**config.mk**
```make
export PLATFORM = sky130hd
export DESIGN_NAME = chbw_out_buf
export DESIGN_NICKNAME = d
export VERILOG_FILES = /design/src/sv/chbw_pkg.sv /design/src/sv/chbw_out_buf.sv
export SDC_FILE = /design/constraint.sdc
export NUM_CORES = 1
export LEC_CHECK = 0
export BUFFER_PORTS_ARGS = -buffer_cell sky130_fd_sc_hd__buf_2
export CAP_MARGIN = 20
export CORE_MARGIN = 2
export CORE_UTILIZATION = 48
export CTS_BUF_LIST = sky130_fd_sc_hd__clkbuf_16
export CTS_CLUSTER_DIAMETER = 40
export DETAILED_ROUTE_END_ITERATION = 7
export PLACE_DENSITY_LB_ADDON = 0.3
export SLEW_MARGIN = 10
export SYNTH_ARGS = -nofsm -noshare
export SYNTH_HDL_FRONTEND = slang
export SYNTH_SLANG_ARGS = --single-unit
export TNS_END_PERCENT = 30
```
**constraint.sdc**
```tcl
create_clock -name clk -period 5.1 [get_ports clk]
set_clock_uncertainty 0.15 [all_clocks]
set_input_delay 1.02 -clock clk [delete_from_list [all_inputs] [get_ports clk]]
set_output_delay 1.02 -clock clk [all_outputs]
set_load 0.05 [all_outputs]
```
**src/sv/chbw_pkg.sv**
```systemverilog
// Shared constants, codes and types for the canonical Huffman bit writer.
// Used by every module of the block; depends on nothing.
package chbw_pkg;

    // Symbol table geometry
    localparam int SYMBOL_COUNT = 512;
    localparam int SYM_W        = $clog2(SYMBOL_COUNT);

    // Code and field widths
    localparam int MAX_CODE_LEN = 32;
    localparam int CODE_W       = MAX_CODE_LEN;
    localparam int LEN_W        = 6;
    localparam int RAW_WIDTH    = 9;
    localparam int RAW_IN_W     = 9;
    localparam int OP_W         = 3;
    localparam int ST_W         = 3;

    // Packing: up to seven pending bits plus one code give NBYTES full bytes
    localparam int NBYTES   = (CODE_W + 7) / 8;
    localparam int STREAM_W = 8 * (NBYTES + 1);
    localparam int TOT_W    = LEN_W + 1;
    localparam int CNT_W    = $clog2(NBYTES + 1);
    localparam int IDX_W    = (NBYTES > 1) ? $clog2(NBYTES) : 1;

    // Table epoch tag; zero marks an entry cleared by the sweep
    localparam int TAG_W = 8;
    localparam logic [TAG_W-1:0] EPOCH_FIRST = TAG_W'(1);
    localparam logic [TAG_W-1:0] EPOCH_MAX   = {TAG_W{1'b1}};

    typedef enum logic [OP_W-1:0] {
        OP_CLEAR  = 3'd0,
        OP_LOAD   = 3'd1,
        OP_RAW    = 3'd2,
        OP_ENCODE = 3'd3,
        OP_FLUSH  = 3'd4
    } op_t;

    typedef enum logic [ST_W-1:0] {
        ST_OK         = 3'd0,
        ST_BAD_LEN    = 3'd1,
        ST_ORDER      = 3'd2,
        ST_OVERFLOW   = 3'd3,
        ST_NOT_LOADED = 3'd4
    } st_t;

    // One stored table word
    typedef struct packed {
        logic [TAG_W-1:0]  tag;
        logic [LEN_W-1:0]  len;
        logic [CODE_W-1:0] code;
    } tbl_word_t;

    // Table lookup as seen by the packer
    typedef struct packed {
        logic              valid;
        logic [LEN_W-1:0]  len;
        logic [CODE_W-1:0] code;
    } entry_t;

    // Table write request
    typedef struct packed {
        logic              en;
        logic [SYM_W-1:0]  addr;
        logic [LEN_W-1:0]  len;
        logic [CODE_W-1:0] code;
    } tbl_wr_t;

    // Table status toward the input stage
    typedef struct packed {
        logic busy;
        logic at_max;
    } tbl_stat_t;

    // Results of one item
    typedef struct packed {
        logic [CNT_W-1:0]          nres;
        logic                      has_bytes;
        logic [NBYTES-1:0][7:0]    bytes;
        st_t                       status;
    } res_t;

endpackage

```
**src/sv/chbw_out_buf.sv**
```systemverilog
// Result register: holds one item's results and hands them out one per cycle while out_ready is high.
// Depends on chbw_pkg.
module chbw_out_buf (
    input  logic                       clk,
    input  logic                       rst_n,
    input  logic                       load,
    input  chbw_pkg::res_t             res,
    output logic                       can_load,
    output logic                       out_valid,
    input  logic                       out_ready,
    output logic                       byte_valid,
    output logic [7:0]                 out_byte,
    output logic                       last,
    output logic [chbw_pkg::ST_W-1:0]  status
);

    logic                          valid_reg;
    logic [chbw_pkg::IDX_W-1:0]    idx_reg;
    logic [chbw_pkg::CNT_W-1:0]    cnt_reg;
    logic                          has_reg;
    logic [chbw_pkg::NBYTES-1:0][7:0] bytes_reg;
    chbw_pkg::st_t                 status_reg;
    logic                          last_now;

    assign last_now = (chbw_pkg::CNT_W'(idx_reg) == cnt_reg - 1'b1);
    assign can_load = !valid_reg || (out_ready && last_now);

    // Track which result is on the port
    always_ff @(posedge clk or negedge rst_n)
    begin
        if (!rst_n)
        begin
            valid_reg <= 1'b0;
            idx_reg   <= '0;
            cnt_reg   <= chbw_pkg::CNT_W'(1);
        end
        else if (load)
        begin
            valid_reg <= 1'b1;
            idx_reg   <= '0;
            cnt_reg   <= res.nres;
        end
        else if (valid_reg && out_ready)
        begin
            if (last_now)
            begin
                valid_reg <= 1'b0;
            end
            else
            begin
                idx_reg <= idx_reg + 1'b1;
            end
        end
    end

    // Hold the payload of the item
    always_ff @(posedge clk)
    begin
        if (load)
        begin
            has_reg    <= res.has_bytes;
            bytes_reg  <= res.bytes;
            status_reg <= res.status;
        end
    end

    assign out_valid  = valid_reg;
    assign byte_valid = has_reg;
    assign out_byte   = has_reg ? bytes_reg[idx_reg] : 8'h00;
    assign last       = last_now;
    assign status     = status_reg;

`ifndef NO_ASSERTIONS
    a_idx_in_range: assert property (@(posedge clk) disable iff (!rst_n)
        valid_reg |-> (chbw_pkg::CNT_W'(idx_reg) < cnt_reg))
        else $error("result index beyond result count");

    a_empty_single: assert property (@(posedge clk) disable iff (!rst_n)
        (valid_reg && !has_reg) |-> (cnt_reg == chbw_pkg::CNT_W'(1)))
        else $error("item without bytes must give exactly one result");
`endif

endmodule

```
Yosys cells after proc, flatten, opt, wreduce, memory -nomap -nowiden
Index checks and enable logic that the tools add are counted.
{"block": "totals", "regBits": 42, "in_bits": 43, "word_cells": 31}
{"block": "classes", "addsub": 2, "order_cmp": 1, "n_eq_ne": 2, "mux": 9, "n_reduce_logical": 8}
{"operator": "8-bit binary-select mux with 2-bit select", "count": 1}
{"operator": "8-bit two-way mux", "count": 2}
{"operator": "2-bit two-way mux", "count": 3}
{"operator": "2-bit AND reduction", "count": 2}
{"operator": "2-bit nonzero test", "count": 2}
{"operator": "2-bit by 3-bit equality test with 1-bit output", "count": 1}
{"operator": "2-bit by 3-bit less-than comparator with 1-bit output (second input constant)", "count": 1}
{"operator": "1-bit two-way mux", "count": 3}
{"operator": "3-bit by 1-bit subtractor with 3-bit output (second input constant)", "count": 1}
{"operator": "2-bit by 1-bit adder with 2-bit output (second input constant)", "count": 1}
{"operator": "1-bit logical AND", "count": 2}
{"operator": "2-bit != test (second input constant)", "count": 1}
{"operator": "1-bit zero test", "count": 1}
{"operator": "1-bit logical OR", "count": 1}

Logic depth before layout (Yosys ltp)
{"block": "depth", "word_depth": 5, "depth_mapped": 5, "ltp_nobuf": 5}

Worst setup path after synthesis
OpenSTA, ideal clock, no wires.
{"block": "synth_path", "path_kind": "reg-to-output", "startpoint": "register cnt_reg[0] (netlist bit)", "endpoint": "output port can_load", "arrival_ns": 1.639, "path_slack_ns": 2.291, "path_stages_with_launch": 6, "path_cell_list": "dfstp_2 inv_1 ha_1 xor2_1 nand4_1 nand2_1"}
{"block": "synth_via", "elab_chain_len": 4}
{"element": "start: declaration", "line_no": "chbw_out_buf.sv:19", "source": "logic [chbw_pkg::CNT_W-1:0] cnt_reg;"}
{"element": "start signal: assignment", "line_no": "chbw_out_buf.sv:35", "source": "cnt_reg <= chbw_pkg::CNT_W'(1);"}
{"element": "start signal: assignment", "line_no": "chbw_out_buf.sv:41", "source": "cnt_reg <= res.nres;"}
{"element": "3-bit by 1-bit subtractor with 3-bit output", "line_no": "chbw_out_buf.sv:25", "source": "assign last_now = (chbw_pkg::CNT_W'(idx_reg) == cnt_reg - 1'b1);"}
{"element": "2-bit by 3-bit equality test with 1-bit output", "line_no": "chbw_out_buf.sv:25"}
{"element": "1-bit logical AND", "line_no": "chbw_out_buf.sv:26", "source": "assign can_load = !valid_reg || (out_ready && last_now);"}
{"element": "1-bit logical OR", "line_no": "chbw_out_buf.sv:26"}
{"element": "end: declaration", "line_no": "chbw_out_buf.sv:8", "source": "output logic can_load,"}
Every way passes these cells.

Final worst setup path
{"block": "layout_path", "startpoint": "register idx_reg[0] (netlist bit)", "endpoint": "output port out_byte[7]"}
{"block": "layout_via", "elab_chain_len": 3}
{"element": "start: declaration", "line_no": "chbw_out_buf.sv:18", "source": "logic [chbw_pkg::IDX_W-1:0] idx_reg;"}
{"element": "start signal: assignment", "line_no": "chbw_out_buf.sv:51", "source": "idx_reg <= idx_reg + 1'b1;"}
{"element": "8-bit binary-select mux with 2-bit select", "line_no": "chbw_out_buf.sv:69", "source": "assign out_byte = has_reg ? bytes_reg[idx_reg] : 8'h00;"}
{"element": "8-bit two-way mux (not written as such)", "line_no": "chbw_out_buf.sv:69"}
{"element": "8-bit two-way mux", "line_no": "chbw_out_buf.sv:69"}
{"element": "end: declaration", "line_no": "chbw_out_buf.sv:12", "source": "output logic [7:0] out_byte,"}
Every way passes these cells. The select of a mux whose other input is x is not followed.

==> results.md <==
- Outcome: finished, final reports clean
- Clk sinks: 42
- DR iter-0 viols: 31
- Hold-fix buffers, CTS: 0
- CP Depth: 3
- First-pass GRT wire length: 4580 um
- Fin. Hold Viols: 0
- Worst Setup End Kind: output pin
- Biggest cell delay along the critical path: 770 ps
- Fin. max-slew vios: 0
- Routed WL: 2830 um
- # DRC: 0
- Nets: 195
- Register-to-Register Path Depth: 5
- CTS H-tree lvls: 2
- Xor and xnor area share after synthesis: 1.56%
- Critical Path AT: 2070 ps
- Die Span Y: 63.3 um
- Worst-path clk slew: 60 ps
- Cells after synthesis: 90
- Layout Utilization: 63.9%
- CP bufs+invs: 1
- PortBufs: 57
- Post-CTS Setup Repair Bufs: 0
- Power per cell area: 433 nW/um^2
- Post-route ant nets: 0
- Worst Setup Start Kind: register
- RSZ-0062 raised after global routing: false
- Top Family by Delay on Critical Path: flip-flops
- Area of the core: 3360 um^2
- CP max-delay cell: dfrtp_1
- Seq/Total Area, Yosys: 73.0%
- Proportion of layout cells with a drive suffix above 1: 47.4%
- Crit path required time: 3930 ps
- Final Cycle Share: 63.6%
- CTS tree: done
- Syn Nets: 134
- Synth Area in Compound Gates: 3.26%
- Cell-by-cell trace of the critical path: mux4_1 > and2_1 > buf_2
- VDD IR max: 0.331 mV
- Post-synth EDFFs: 36
- Layout area overhead: 27.3%
- Register bit total from synthesis: 42
- Antenna cells: 0
- Largest register FFs: 32
- Die W: 63.3 um
- R2r endpoint: idx_reg[0]
- Longest Clk Path Bufs: 2
- Initial core utilization: 50.2%
- R2r setup slk: 3090 ps
- Post-synthesis mux area share: 11.8%
- Rel. slew slack: 36.1%
- Total CTS buffers: 5
- CP max FO: 14
- Clock root cell: clkbuf_16
- Initial antenna violation count: 0
- Worst Hold Class: reg -> reg
- FMAX: 308 MHz
- Synth warn: 0
- GRT Overall Usage: 15.9%
- Worst-Skew Late Latency: 280 ps
- Drt first pass iters: 4
- Min Tclk post-route: 3240 ps
- Largest family of logic cells by synthesized area: multiplexers
- Filler Cells Inserted: 287
- Worst setup path class: reg -> out
- Measured slew at the worst slew-check pin: 959 ps
- Vias after detailed routing: 1,008
- Critical Path Sink: out_byte[7]
- Pleak: 0.894 nW
- CP startpoint: idx_reg[0]
- Post-Synth Simple-Gate Area: 7.56%
- Total gr overflow: 0
- Main flop type after synthesis: edfxtp_1
- I/O Pins: 58
- Most common cell after layout, fill and taps aside: buf_2
- Standard-cell rows: 21
- Largest net degree at the start of global routing: 49
- Dpl hpwl: 1990 um
- Via density: 5.09
- Unique masters post-synth: 29
- Cts repair resizes: 0
- TNS Setup: 0 ps
- Vias in the first global route: 992
- # Max-Cap Violations: 0
- Area of the die: 4010 um^2
- GP Congestion: 0.627
- FFs w/ async S/R, synth: 14.3%
- Reg-to-Reg Start: cnt_reg[0]
- Most frequent cells in the layout: 57 x buf_2, 36 x edfxtp_1, 8 x and2_1
- Post-Syn Area: 1690 um^2
- Final setup viols: 0
- Per-cell routed wire length: 14.3 um
- Synth Area in Adders: 0.741%
- Synth Area per Inst: 18.8 um^2
metal layers:
metal | global-route usage [%] | up-vias | wire, um
met5 | 0 | - | 0
met4 | 6.52 | 0 | 40
met3 | 7.14 | 6 | 182
met2 | 25.9 | 35 | 1480
met1 | 18.4 | 486 | 1120
li1 | - | 481 | -
cell type report:
type                       instances  area, um^2  area share [%]
clock inverter                     3        12.5           0.582
timing repair buffer              57         285            13.3
sequential                        42        1230            57.4
tap                               46        57.6            2.68
clock buffer                       5         125            5.82
multi-input combinational         41         420            19.6
inverter                           4        15.0           0.699
kinds of logic after synthesis:
logic type | after synthesis
AO/OA/AOI/OAI | 7
XOR/XNOR | 3
adder cells (fa/ha/maj) | 1
buffers and inverters | 7
flip-flops | 42
multiplexers | 9
AND/OR/NAND/NOR | 21
synthesized netlist by cell type (2+ instances only):
master	number	share of area, %
nand4_1	2	0.74
nand2_1	4	0.89
o21ai_0	2	0.59
mux4_1	2	3.1
dfrtp_1	5	7.4
mux4_2	6	8.0
xor2_1	2	1.0
and2_1	8	3.0
inv_1	4	0.89
edfxtp_1	36	64
worst reg2reg max path: stages (launching register included):
cell and delay [ps]:
dfstp_2 540, inv_1 60, ha_1 290, xor2_1 330, a2111oi_0 170, a2111o_1 340
power breakdown:
part,switching (mW),total [mW],internal [mW]
clock,0.114,0.291,0.177
combinational,0.119,0.200,0.0811
sequential,0.0312,0.438,0.407
total,0.264,0.929,0.665
through the flow:
stage / hold slack, ps / worst slack, ps / area (um^2) / cells / power [mW]
4_1_cts: 384 / 1810 / 2150 / 198 / 0.942
3_3_place_gp: 362 / 2160 / 2010 / 190 / 0.642
2_1_floorplan: 337 / 2290 / 1690 / 90 / 0.595
6_report: 377 / 1860 / 2150 / 198 / 0.929
3_5_place_dp: 374 / 2130 / 2010 / 190 / 0.649
5_1_grt: 410 / 1740 / 2150 / 198 / 0.973
worst min-delay path by stage:
stage	start	end	cells after the start
2_1_floorplan	cnt_reg[0]	cnt_reg[0]	2
3_3_place_gp	cnt_reg[1]	cnt_reg[1]	2
3_5_place_dp	cnt_reg[0]	cnt_reg[0]	2
4_1_cts	cnt_reg[0]	cnt_reg[0]	2
5_1_grt	rst_n	cnt_reg[1]	1
6_report	cnt_reg[0]	cnt_reg[0]	2
Note: power is estimated with default switching activity, not from simulation.
